**src/hw/rtl/fdm_pkg.sv**
```systemverilog
// Shared types and codes for the FIFO with delete-minimum.
`timescale 1ns / 1ps

package fdm_pkg;

  localparam int unsigned ValW = 32;
  localparam int unsigned CmdW = 2;
  localparam int unsigned StatusW = 2;

  typedef enum logic [CmdW-1:0] {
    CMD_PUSH   = 2'd0,
    CMD_POP    = 2'd1,
    CMD_CLEAR  = 2'd2,
    CMD_DELMIN = 2'd3
  } cmd_e;

  typedef enum logic [StatusW-1:0] {
    ST_DONE  = 2'd0,
    ST_EMPTY = 2'd1,
    ST_FULL  = 2'd2
  } status_e;

  // Result of the shared value comparator.
  typedef struct packed {
    logic lt;
    logic eq;
  } cmp_res_t;

endpackage

```
**src/hw/rtl/fdm_mem.sv**
```systemverilog
// Entry storage: one write port, one registered read port.
`timescale 1ns / 1ps

module fdm_mem #(
  parameter int unsigned DEPTH = 16,
  parameter int unsigned AW = 4
) (
  input  logic                     clk_i,
  input  logic                     we_i,
  input  logic [AW-1:0]            waddr_i,
  input  logic [fdm_pkg::ValW-1:0] wdata_i,
  input  logic [AW-1:0]            raddr_i,
  output logic [fdm_pkg::ValW-1:0] rdata_o
);
  import fdm_pkg::*;

  logic [ValW-1:0] mem_q [DEPTH];
  logic [ValW-1:0] rdata_q;

  always_ff @(posedge clk_i) begin
    if (we_i) begin
      mem_q[waddr_i] <= wdata_i;
    end
    rdata_q <= mem_q[raddr_i];
  end

  assign rdata_o = rdata_q;

endmodule

```
**src/hw/rtl/fdm_cmp.sv**
```systemverilog
// Shared signed comparator used by both delete-minimum passes.
`timescale 1ns / 1ps

module fdm_cmp (
  input  logic [fdm_pkg::ValW-1:0] a_i,
  input  logic [fdm_pkg::ValW-1:0] b_i,
  output fdm_pkg::cmp_res_t        res_o
);
  import fdm_pkg::*;

  assign res_o.lt = $signed(a_i) < $signed(b_i);
  assign res_o.eq = (a_i == b_i);

endmodule

```
**src/hw/rtl/fifo_with_delete_minimum.sv**
```systemverilog
// Top level: circular-buffer FIFO with pop, clear and delete-minimum sequencer.
`timescale 1ns / 1ps

// Bounded FIFO of signed 32-bit words held in a circular buffer of DEPTH
// entries. Each input word carries one command and yields one result word with
// the status, the count after the command and the head value (zero when empty).
// The block takes one command at a time. Push, pop and clear run from
// acceptance through the execute, head-read and head-wait states to the result.
// Delete-minimum walks the stored entries twice through the single read port of
// the buffer and one shared comparator: a scan for the minimum, then a compaction
// pass that rewrites the surviving entries in order. The input is ready again as
// soon as the result sits in the output register.

module fifo_with_delete_minimum #(
  parameter int unsigned DEPTH = 16
) (
  input  logic        clk_i,
  input  logic        rst_ni,
  input  logic        s_axis_tvalid_i,
  output logic        s_axis_tready_o,
  // [1:0] command, [33:2] push_value, [39:34] zero
  input  logic [39:0] s_axis_tdata_i,
  output logic        m_axis_tvalid_o,
  input  logic        m_axis_tready_i,
  // [1:0] status, [CW+1:2] entry_count, [CW+33:CW+2] head_value, rest zero
  output logic [((34+$clog2(DEPTH+1)+7)/8)*8-1:0] m_axis_tdata_o
);
  import fdm_pkg::*;

  localparam int unsigned AW = $clog2(DEPTH);
  localparam int unsigned CW = $clog2(DEPTH+1);
  localparam int unsigned OUT_W = ((StatusW+CW+ValW+7)/8)*8;

  typedef enum logic [2:0] {
    S_IDLE,
    S_EXEC,
    S_MIN,
    S_CMPCT,
    S_RDH,
    S_HWAIT
  } state_e;

  function automatic logic [AW-1:0] inc_ptr(input logic [AW-1:0] p);
    return (p == AW'(DEPTH-1)) ? '0 : p + 1'b1;
  endfunction

  state_e           state_q;
  cmd_e             cmd_q;
  logic [ValW-1:0]  val_q;
  logic [AW-1:0]    head_q, tail_q, rd_ptr_q, wr_ptr_q;
  logic [CW-1:0]    cnt_q, issue_q, kept_q;
  logic             pend_q;
  logic [ValW-1:0]  min_q;
  logic             min_vld_q;
  status_e          status_q;
  logic             out_vld_q;
  logic [OUT_W-1:0] out_data_q;

  logic             mem_we;
  logic [AW-1:0]    mem_waddr, mem_raddr;
  logic [ValW-1:0]  mem_wdata, rdata;
  cmp_res_t         cmp;
  logic             issue, full, in_acc, out_free;

  assign issue    = (issue_q != cnt_q);
  assign full     = (cnt_q == CW'(DEPTH));
  assign in_acc   = s_axis_tvalid_i && s_axis_tready_o;
  assign out_free = !out_vld_q || m_axis_tready_i;

  always_comb begin
    mem_we    = 1'b0;
    mem_waddr = wr_ptr_q;
    mem_wdata = rdata;
    if (state_q == S_EXEC) begin
      mem_we    = (cmd_q == CMD_PUSH) && !full;
      mem_waddr = tail_q;
      mem_wdata = val_q;
    end else if (state_q == S_CMPCT) begin
      // keep every entry that differs from the minimum
      mem_we = pend_q && !cmp.eq;
    end
    mem_raddr = (state_q == S_RDH || state_q == S_HWAIT) ? head_q : rd_ptr_q;
  end

  fdm_mem #(
    .DEPTH(DEPTH),
    .AW   (AW)
  ) u_mem (
    .clk_i  (clk_i),
    .we_i   (mem_we),
    .waddr_i(mem_waddr),
    .wdata_i(mem_wdata),
    .raddr_i(mem_raddr),
    .rdata_o(rdata)
  );

  fdm_cmp u_cmp (
    .a_i  (rdata),
    .b_i  (min_q),
    .res_o(cmp)
  );

  always_ff @(posedge clk_i or negedge rst_ni) begin
    if (!rst_ni) begin
      state_q   <= S_IDLE;
      cmd_q     <= CMD_PUSH;
      head_q    <= '0;
      tail_q    <= '0;
      rd_ptr_q  <= '0;
      wr_ptr_q  <= '0;
      cnt_q     <= '0;
      issue_q   <= '0;
      kept_q    <= '0;
      pend_q    <= 1'b0;
      min_vld_q <= 1'b0;
      status_q  <= ST_DONE;
      out_vld_q <= 1'b0;
    end else begin
      if (out_vld_q && m_axis_tready_i && state_q != S_HWAIT) begin
        out_vld_q <= 1'b0;
      end
      unique case (state_q)
        S_IDLE: begin
          if (in_acc) begin
            cmd_q   <= cmd_e'(s_axis_tdata_i[CmdW-1:0]);
            val_q   <= s_axis_tdata_i[CmdW +: ValW];
            state_q <= S_EXEC;
          end
        end
        S_EXEC: begin
          if (cmd_q == CMD_PUSH) begin
            state_q <= S_RDH;
            if (full) begin
              status_q <= ST_FULL;
            end else begin
              status_q <= ST_DONE;
              tail_q   <= inc_ptr(tail_q);
              cnt_q    <= cnt_q + 1'b1;
            end
          end else if (cnt_q == '0) begin
            status_q <= ST_EMPTY;
            state_q  <= S_RDH;
          end else begin
            status_q <= ST_DONE;
            unique case (cmd_q)
              CMD_POP: begin
                head_q  <= inc_ptr(head_q);
                cnt_q   <= cnt_q - 1'b1;
                state_q <= S_RDH;
              end
              CMD_CLEAR: begin
                tail_q  <= head_q;
                cnt_q   <= '0;
                state_q <= S_RDH;
              end
              default: begin
                rd_ptr_q  <= head_q;
                issue_q   <= '0;
                pend_q    <= 1'b0;
                min_vld_q <= 1'b0;
                state_q   <= S_MIN;
              end
            endcase
          end
        end
        S_MIN: begin
          if (issue) begin
            rd_ptr_q <= inc_ptr(rd_ptr_q);
            issue_q  <= issue_q + 1'b1;
          end
          pend_q <= issue;
          if (pend_q && (!min_vld_q || cmp.lt)) begin
            min_q     <= rdata;
            min_vld_q <= 1'b1;
          end
          if (!issue && !pend_q) begin
            // rewind for the compaction pass
            rd_ptr_q <= head_q;
            wr_ptr_q <= head_q;
            issue_q  <= '0;
            kept_q   <= '0;
            state_q  <= S_CMPCT;
          end
        end
        S_CMPCT: begin
          if (issue) begin
            rd_ptr_q <= inc_ptr(rd_ptr_q);
            issue_q  <= issue_q + 1'b1;
          end
          pend_q <= issue;
          if (mem_we) begin
            wr_ptr_q <= inc_ptr(wr_ptr_q);
            kept_q   <= kept_q + 1'b1;
          end
          if (!issue && !pend_q) begin
            cnt_q   <= kept_q;
            tail_q  <= wr_ptr_q;
            state_q <= S_RDH;
          end
        end
        S_RDH: begin
          state_q <= S_HWAIT;
        end
        S_HWAIT: begin
          // hold the result until the output register is free
          if (out_free) begin
            out_vld_q  <= 1'b1;
            out_data_q <= OUT_W'({(cnt_q == '0) ? ValW'(0) : rdata, cnt_q,
                                  StatusW'(status_q)});
            state_q    <= S_IDLE;
          end
        end
        default: begin
          state_q <= S_IDLE;
        end
      endcase
    end
  end

  assign s_axis_tready_o = (state_q == S_IDLE);
  assign m_axis_tvalid_o = out_vld_q;
  assign m_axis_tdata_o  = out_data_q;

  a_cnt_bound: assert property (@(posedge clk_i) disable iff (!rst_ni)
    cnt_q <= CW'(DEPTH))
    else $error("entry count exceeds depth");

  a_kept_behind: assert property (@(posedge clk_i) disable iff (!rst_ni)
    (state_q == S_CMPCT) |-> (kept_q <= issue_q))
    else $error("compaction write pointer ran ahead of read pointer");

  a_push_grows: assert property (@(posedge clk_i) disable iff (!rst_ni)
    (state_q == S_EXEC && cmd_q == CMD_PUSH && !full)
      |=> (cnt_q == $past(cnt_q) + 1'b1))
    else $error("push with room did not grow the queue");

  a_no_accept_busy: assert property (@(posedge clk_i) disable iff (!rst_ni)
    (state_q == S_MIN || state_q == S_CMPCT) |-> !s_axis_tready_o)
    else $error("input ready during delete-minimum");

endmodule
```
**config.mk**
```make
export PLATFORM = sky130hd
export DESIGN_NAME = fifo_with_delete_minimum
export DESIGN_NICKNAME = d
export VERILOG_FILES = /design/src/hw/rtl/fdm_pkg.sv /design/src/hw/rtl/fdm_mem.sv /design/src/hw/rtl/fdm_cmp.sv /design/src/hw/rtl/fifo_with_delete_minimum.sv
export SDC_FILE = /design/constraint.sdc
export NUM_CORES = 1
export LEC_CHECK = 0
export ABC_AREA = 1
export ABC_CLOCK_PERIOD_IN_PS = 5000
export CAP_MARGIN = 10
export CORE_UTILIZATION = 60
export DETAILED_ROUTE_END_ITERATION = 8
export DONT_BUFFER_PORTS = 1
export GPL_TIMING_DRIVEN = 1
export PLACE_DENSITY_LB_ADDON = 0.05
export SLEW_MARGIN = 40
export SYNTH_ARGS = -nofsm -noshare
export SYNTH_HDL_FRONTEND = slang
export SYNTH_SLANG_ARGS = --single-unit
```
**constraint.sdc**
```tcl
create_clock -name clk_i -period 5 [get_ports clk_i]
set_clock_uncertainty 0.1 [all_clocks]
set_input_delay 0.25 -clock clk_i [delete_from_list [all_inputs] [get_ports clk_i]]
set_output_delay 0.25 -clock clk_i [all_outputs]
set_load 0.005 [all_outputs]
```
# Yosys cells after proc, flatten, opt, wreduce, memory -nomap -nowiden
# Memories as Yosys holds them, arrays and structs flattened. A register that Yosys moved wholly into a read port is not among the register bits.
# Index checks and enable logic that the tools add are counted.
[classes]
n_lt_le_gt_ge = 1
addsub = 8
eq_ne = 28
bitwise = 2
reduce_logical = 38
mux = 61
[ops]
columns = ["op", "n"]
rows = [
  ["4-bit 2-to-1 mux", 18],
  ["5-bit 2-to-1 mux", 11],
  ["32-bit == test", 1],
  ["32-bit < comparator", 1],
  ["32-bit 2-to-1 mux", 1],
  ["5-bit one-hot mux with 2 select lines", 3],
  ["3-bit 2-to-1 mux", 7],
  ["3-bit one-hot mux with 6 select lines", 1],
  ["4-bit by 1-bit adder with 4-bit output (second input constant)", 4],
  ["4-bit == test (second input constant)", 4],
  ["4-bit one-hot mux with 2 select lines", 2],
  ["4-bit AND reduction", 4],
  ["5-bit by 1-bit adder with 5-bit output (second input constant)", 3],
  ["5-bit one-hot mux with 3 select lines", 1],
  ["5-bit AND reduction", 3],
  ["2-bit != test (second input constant)", 7],
  ["1-bit 2-to-1 mux", 12],
  ["4-bit one-hot mux with 3 select lines", 1],
  ["3-bit AND reduction", 4],
  ["3-bit != test (second input constant)", 3],
  ["2-bit nonzero test", 4],
  ["1-bit logical AND", 7],
  ["3-bit by 2-bit == test with 1-bit output (second input constant)", 2],
  ["3-bit == test (second input constant)", 2],
  ["other kinds (20)", 32],
]
[word_totals]
output_inout_bits = 42
word_cells = 156
regBits = 144
ram_bits = 512
memories = 1
[memory_table]
columns = ["memory", "depth", "width", "read_ports", "rd_clocked_by_memory_dff", "write_ports", "line_no", "text"]
rows = [
  ["u_mem.mem_q", 16, 32, 1, 1, 1, "fdm_mem.sv:17", "logic [ValW-1:0] mem_q [DEPTH];"],
]

# Longest topological paths before layout
# Gate-level depths: netlist of the first run.
[depth]
word_depth = 7
mapped_depth = 17

# By module
# From an unflattened synthesis of the first run, not the netlist that was laid out.
[hier_totals]
cells_unflattened = 2934
hier_area_um2 = 30211.5
[by_module_without_submodules]
columns = ["module", "area_per_inst_um2", "instances", "cells_per_inst"]
rows = [
  ["fdm_mem", 22738.1, 1, 2120],
  ["fifo_with_delete_minimum", 6587.6, 1, 670],
  ["fdm_cmp", 885.8, 1, 144],
]

# Worst setup path after synthesis of the first run
# No wires, ideal clock.
[synth_path]
path_type = "flip-flop to flip-flop"
startpoint = "register state_q[1]"
endpoint = "register out_data_q[0], in the netlist m_axis_tdata_o[0] (enable)"
path_buffers = 0
period_less_slack_ns = 3.902
arrival_ns = 3.318
t_required_ns = 4.416
path_slack_ns = 1.098
path_stages_with_launch = 4
path_cell_list = "dfrtp_1 -> inv_1 -> nand3_2 -> nor3_1"
[synth_between]
elab_chain_len = 2
[synth_rtl]
columns = ["element", "line_no", "text"]
rows = [
  ["start, declared", "fifo_with_delete_minimum.sv:47", "state_e state_q;"],
  ["start signal, assigned", "fifo_with_delete_minimum.sv:105", "state_q <= S_IDLE;"],
  ["start signal, assigned", "fifo_with_delete_minimum.sv:127", "state_q <= S_EXEC;"],
  ["start signal, assigned", "fifo_with_delete_minimum.sv:132", "state_q <= S_RDH;"],
  ["3-bit == test", "fifo_with_delete_minimum.sv:122", "unique case (state_q)"],
  ["3-bit AND reduction (no line)", "--", ""],
  ["end signal, assigned", "fifo_with_delete_minimum.sv:208", "out_data_q <= OUT_W'({(cnt_q == '0) ? ValW'(0) : rdata, cnt_q,"],
  ["end, declared", "fifo_with_delete_minimum.sv:57", "logic [OUT_W-1:0] out_data_q;"],
]
# Every way passes these cells.
# A chain may end at the register's enable or synchronous reset.

# Worst setup path in the final report of the first run
[layout_path]
startpoint = "register state_q[2]"
endpoint = "memory u_mem.mem_q[13][21] (enable)"
[layout_between]
elab_chain_len = 5
elab_cells_between_ends = 7
cone_classes = "2 x eq/ne; 5 x mux"
[layout_rtl]
columns = ["element", "line_no", "text"]
rows = [
  ["3-bit by 2-bit == test with 1-bit output", "fifo_with_delete_minimum.sv:78", "end else if (state_q == S_CMPCT) begin"],
  ["1-bit 2-to-1 mux", "fifo_with_delete_minimum.sv:78", ""],
  ["1-bit 2-to-1 mux", "fifo_with_delete_minimum.sv:74", "if (state_q == S_EXEC) begin"],
  ["1-bit 2-to-1 mux", "fdm_mem.sv:21", "if (we_i) begin"],
  ["1-bit 2-to-1 mux (implied by the code)", "fdm_mem.sv:22", "mem_q[waddr_i] <= wdata_i;"],
  ["end, declared", "fdm_mem.sv:17", ""],
]
# Several ways; a longest one is shown, not always the timed one.

==> qor.yml, run 1 <==
setup_path:
  critPathLaunchType: "flip-flop"
  path_max_fanout: 22
  arrival_ns: 4.09
  critical_path.top_delay_family: "simple AND/OR/NAND/NOR gates"
  crit_slowest_cell: "nor2_4"
  reg2reg_slack_ns: 1.10
  path_buf_inv: 5
  cpMostUsedCell: "buf_4"
  path_cells: "inv_1 > nand2_1 > nor2_4 > buf_4 > clkinv_1 > buf_4 > o21ai_1 > nand3_1 > nor2_4 > buf_4"
  cpPeakStageDelay_ns: 0.78
  crit_type: "reg2reg"
  worstPathRequired_ns: 5.19
  end_kind: "flip-flop"
synthesis:
  syn_avg_cell_area_um2: 12.2
  ys_seq_area_frac: 0.711
  synth_most_common_cell: "edfxtp_1"
  syn_nets: 2415
  synthTopCellsByArea: "edfxtp_1, o211ai_1, nand2_1"
  yosysUniqueCellTypes: 44
  synth_common_cells: "edfxtp_1, nand2_1, o211ai_1"
  synth_edf_count: 615
  synth_top_area_share: 0.652
  syn_inst: 2328
  synth_area_um2: 28300
  synth_top_cell_by_area: "edfxtp_1"
  synthFlopType: "edfxtp_1"
  async_reset_ff_frac: 0.0596
  ys_ff_latch: 688
  yosysWarnings: 0
global_route:
  grt_antenna_before_repair: 0
  grt_use_total: 0.283
  grt_pass1_vias: 17500
  grt_max_degree: 183
  grt_pass1_wl_um: 101000
  overflow: 0
cells_and_area:
  antenna_cells: 0
  drive_above_1_share: 0.0721
  area_growth_syn_to_layout_pct: 12.5
  nFillCells: 3315
  seq_area_um2: 20100
  multi_input_area_um2: 6880
  final_nets: 2459
clock_tree:
  insertion_delay_ns: 0.61
  cts_sinks: 688
  numCtsBuffers: 71
  cts-htree-levels: 3
  cts_root_buffer: "clkbuf_16"
  cts_max_path_buffers: 3
  clk_pin_slew_ns: 0.06
  cts_tree: "yes"
placed_design:
  port_buffers: 0
  place_ws_ns: 1.16
  gp_congestion: 0.852
  post-dp-hpwl_um: 36700
die:
  die_h_um: 219
  io_pins: 86
  core_area_um2: 46600
  start_util: 0.608
  die_area_um2: 48000
  die_width_um: 219
  placementRows: 79
pwr:
  powerDensity_nw_per_um2: 637
  peakVddDrop_uv: 451
  p_leak_nw: 11.7
sta:
  max-slew-margin-rel: 0.447
  max_freq_mhz: 257
  final-hold-violation-count: 0
  final-setup-viol-count: 0
  finalCritPeriodShare: 0.779
  worstMarginPinSlew_ns: 0.828
  fin_ws_ns: 1.10
  tns_ns: 0
  finalCriticalPeriod_ns: 3.90
  drv_slew: 0
  rsz0062_at_grt: "no"
hold_path:
  worstHoldPathType: "in2reg"
routing:
  dr.pass1.iters: 6
  wirelength_um: 66400
  wl_per_cell_um: 21.9
  drc: 0
  via_count: 17900
  drtAntennaViolNets: 0
  vias_per_cell: 5.89
  drtIter0Drc: 1528
status:
  status: "finished clean"
job:
  max-cap-violations: 0
[routing by layer]
metal / share of wire / wire [µm] / track usage / up-vias
met3: 0.065 / 4350 / 0.0471 / 161
met2: 0.48 / 31600 / 0.462 / 645
met1: 0.43 / 28400 / 0.385 / 8710
met5: 0 / 0 / 0 / -
li1: - / - / - / 8348
met4: 0.030 / 2010 / 0.102 / 0
[worst reg2reg max path, delay by kind of cell, from the launching register on]
family	cells	cell delay [ns]
buffers and inverters	5	1.27
and+or+nand+nor	4	1.47
DFF	1	0.45
AOI/OAI and AO/OA	1	0.31
[where the power goes]
group	total [mW]	internal, mW	switching (mW)
Sequential	8.32	7.89	0.424
Clock	5.08	2.96	2.12
Combinational	6.88	1.87	5.00
Total	20.3	12.7	7.55
[cell families after synthesis]
group | Yosys count | share of synthesized area
other | 1 | 0.000132
AND/OR/NAND/NOR | 735 | 0.104
buffers and inverters | 372 | 0.0529
adder cells (fa/ha/maj) | 43 | 0.0190
flip-flops | 688 | 0.711
AO/OA/AOI/OAI | 477 | 0.109
XOR/XNOR | 12 | 0.00371
[per-stage QoR]
stage | util | cells | area, µm² | power [mW] | hold slack, ns
finish | 0.684 | 3035 | 31900 | 20.3 | 0.0646
global route | 0.684 | 3035 | 31900 | 21.4 | 0.0638
CTS | 0.683 | 3033 | 31800 | 20.3 | 0.0400
detailed placement | 0.626 | 2860 | 29100 | 15.2 | -0.145
global placement | 0.625 | 2859 | 29100 | 14.9 | -0.145
floorplan | - | 2328 | 28300 | 13.0 | -0.146
[registers in the layout, indices dropped and copies added (netlist names)]
register         count
u_mem.mem_q        512
m_axis_tdata_o      39
min_q               32
u_mem.rdata_o       32
val_q               32
cnt_q                5
issue_q              5
kept_q               5
head_q               4
rd_ptr_q             4
tail_q               4
wr_ptr_q             4
state_q              3
cmd_q                2
status_q             2
m_axis_tvalid_o      1
min_vld_q            1
pend_q               1
[worst paths after layout]
path / cells after the start / startpoint / to
min in group asynchronous: 3 / rst_ni / kept_q[1]
worst max register to register: 10 / state_q[2] / u_mem.mem_q[13][21]
worst min register to register: 0 / status_q[0] / m_axis_tdata_o[0]
max in group asynchronous: 4 / rst_ni / kept_q[0]
worst min-delay path: 2 / rst_ni / val_q[2]
worst max-delay path: 10 / state_q[2] / u_mem.mem_q[13][21]
[area by class of cell]
cell class	instances	share of cell area
multi-input combinational	1268	0.216
tap	607	0.0238
clock buffer	103	0.0622
inverter	253	0.0299
sequential	688	0.632
clock inverter	26	0.00758
timing repair buffer	90	0.0287
[layout by cell type (no fill, tap or decap), types with 2 or more instances in the layout]
master and instances:
edfxtp_1 615, nand2_1 417, o211ai_1 258, inv_1 249
nor2_1 183, o21ai_0 163, nand3_1 94, clkbuf_16 74
ha_1 43, dlygate4sd3_1 43, dfrtp_1 41, buf_4 37
dfxtp_1 32, a21oi_1 31, clkbuf_1 27, nor2_4 19
clkinv_1 12, clkinv_2 9, xor2_1 9, nand4_1 6
o21ai_4 5, o22ai_1 5, buf_12 5, nor3_1 4
bufinv_16 4, o21ai_1 3, nor3_2 3, xnor2_1 3
buf_16 3, nand2_4 2, a21o_1 2, o221ai_1 2
clkinvlp_4 2, inv_6 2, clkbuf_8 2, buf_6 2
[repair_timing]
action / CTS / global route
hold buffers: 44 / 0
setup endpoints to repair: 0 / 0
gates resized for setup: 0 / 0
buffers inserted: 0 / 0
hold endpoints to repair: 78 / 0
(Power assumes the default switching activity.)
==> inputs of run 2 (changes only) <==
Settings changed: ABC_CLOCK_PERIOD_IN_PS 5000 to 3400, CORE_UTILIZATION 60 to 57.
Clock period 5 ns to 3.4 ns, I/O delays scaled along.
==> run 2 against run 1 <==
  * Routed wire length is 1.3% higher
  * Utilization is 1.8 points lower
  * Critical path depth is 3 higher
  * Hold slack worse by 0.051 ns
  * Sequential share of layout area is 1.4 points lower
  * Die area is 5.2% higher
  * Global-route usage is 0.93 points lower
  * Sequential power is 45% higher
  * Non-clock buffer count is 37 higher
  * Highest routed layer is now met5
  * Cell count is 3.2% higher
  * Combinational power is 60% higher
==> qor.yml, run 2 (synthesized netlist as in run 1, its figures left out) <==
die:
  die_width_um: 225
  start_util: 0.578
  placementRows: 81
  die_h_um: 225
  core_area_um2: 49000
  die_area_um2: 50600
  io_pins: 86
pwr:
  comb_power_share: 0.358
  power_frac_clock: 0.247
  swShare: 0.373
  totalPowerFinal_mw: 30.7
  peakVddDrop_uv: 879
  cellInternalPower_mw: 19.2
  seqPwrFrac: 0.395
  p_leak_nw: 12.1
  power_switching_mw: 11.4
  powerDensity_nw_per_um2: 942
routing:
  wl_met3_um: 3870
  met1_length_um: 28700
  dr.pass1.iters: 6
  via_count: 18000
  drtAntennaViolNets: 0
  wl_per_cell_um: 21.5
  drtIter0Drc: 1425
  wl_met2_um: 32800
  vias_per_cell: 5.74
  dr.max_layer_used: "met5"
  drc: 0
  wirelength_um: 67300
clock_tree:
  postCtsHoldBufs: 43
  ctsResizeCount: 0
  cts_root_buffer: "clkbuf_16"
  clk_pin_slew_ns: 0.06
  cts_max_path_buffers: 3
  cts_tree: "yes"
  numCtsBuffers: 71
  cts-htree-levels: 3
  cts_sinks: 688
  postCtsSetupRepairBufs: 0
  insertion_delay_ns: 0.61
global_route:
  grt_pass1_wl_um: 103000
  grt_antenna_before_repair: 1
  grt_use_total: 0.274
  grt_max_degree: 93
  overflow: 0
  grt_pass1_vias: 17700
sta:
  rsz0062_at_grt: "no"
  finalCriticalPeriod_ns: 3.12
  finalCritPeriodShare: 0.919
  max-slew-margin-rel: 0.496
  final-setup-viol-count: 0
  max_freq_mhz: 320
  drv_slew: 0
  final-hold-violation-count: 0
  fin_ws_ns: 0.276
  fin_hold_ws_ns: 0.0138
  worstMarginPinSlew_ns: 0.755
cells_and_area:
  final_cell_mix: "edfxtp_1, nand2_1, o211ai_1"
  stdcell_count: 3131
  stdcell_area_um2: 32600
  final_nets: 2496
  largest_register_ffs: 512
  antenna_cells: 0
  drive_above_1_share: 0.0920
  layout_commonest_cell: "edfxtp_1"
  largest-register: "u_mem.mem_q"
  area_growth_syn_to_layout_pct: 15.1
setup_path:
  worstPathRequired_ns: 3.60
  path_cells: "inv_1 > ha_1 > nand4_1 > nor3_1 > nor2b_1 > nand2_1 > nand3_1 > nand2_1 > nand3_1 > buf_4 > buf_4 > nor2_4 > buf_12"
  end_kind: "flip-flop"
  crit_slowest_cell: "nor2_4"
  arrival_ns: 3.32
  path_max_fanout: 18
  path_buf_inv: 4
  cpPeakStageDelay_ns: 0.50
  critPathLaunchType: "flip-flop"
  crit_type: "reg2reg"
  critical_path.top_delay_family: "simple AND/OR/NAND/NOR gates"
placed_design:
  place_area_um2: 29800
  dp.cells: 2957
  post-dp-hpwl_um: 40100
  place_ws_ns: 0.275
  port_buffers: 0
  gp_congestion: 0.879
hold_path:
  worstHoldPathType: "in2reg"
job:
  max-cap-violations: 0
status:
  status: "finished clean"
## run 2: changes by cell type in the layout (fill, tap and decap cells not counted), moves of 4 or more
cell / delta
buf_12: +18
buf_4: +18
clkbuf_8: +15
bufinv_16: -4
clkinv_1: -8
buf_16: +4
## run 2: worst paths after layout
kind	from	to	slack [ns]	cells after the start
hold reg to reg	status_q[0]	m_axis_tdata_o[0]	0.35	0
setup / recovery	min_q[26]	u_mem.mem_q[8][22]	0.28	13
hold / removal	s_axis_tvalid_i	val_q[1]	0.01	2
max in group asynchronous	rst_ni	kept_q[2]	2.96	3
min in group asynchronous	rst_ni	cnt_q[1]	0.04	3
setup reg to reg	min_q[26]	u_mem.mem_q[8][22]	0.28	13
## run 2: final cells by class
type                            count  area [µm²]
Sequential cell                   688       20100
Fill cell                        3569       16400
Multi-Input combinational cell   1268        6870
Clock buffer                      117        2230
Timing Repair Buffer              127        1490
Inverter                          253         951
Tap cell                          664         831
Clock inverter                     14        87.6
## run 2: per-layer routing
| metal | global-route usage | vias to the layer above |
|---|---|---|
| met3 | 0.0490 | 112 |
| met1 | 0.369 | 8897 |
| met2 | 0.452 | 544 |
| li1 | - | 8416 |
| met4 | 0.0893 | 2 |
| met5 | 0 | - |
## run 2: power groups by stage
stage	Sequential, mW	Clock, mW	Combinational, mW
detailed placement	12.3	0	10.9
CTS	12.1	7.71	11.0
global route	12.2	8.02	12.2
finish	12.1	7.58	11.0
floorplan	12.1	0	7.02
global placement	12.3	0	10.6
## run 2: per-stage QoR
stage,TNS (ns),util
5_1_grt,0,0.666
2_1_floorplan,-14.50,-
6_report,0,0.666
3_5_place_dp,0,0.609
3_3_place_gp,0,0.605
4_1_cts,0,0.666
## run 2: worst reg2reg max path, cell delays in order, from the launching register on
cell	delay [ns]
edfxtp_1	0.37
inv_1	0.07
ha_1	0.24
nand4_1	0.13
nor3_1	0.11
nor2b_1	0.20
nand2_1	0.09
nand3_1	0.09
nand2_1	0.20
nand3_1	0.11
buf_4	0.17
buf_4	0.15
nor2_4	0.50
buf_12	0.28
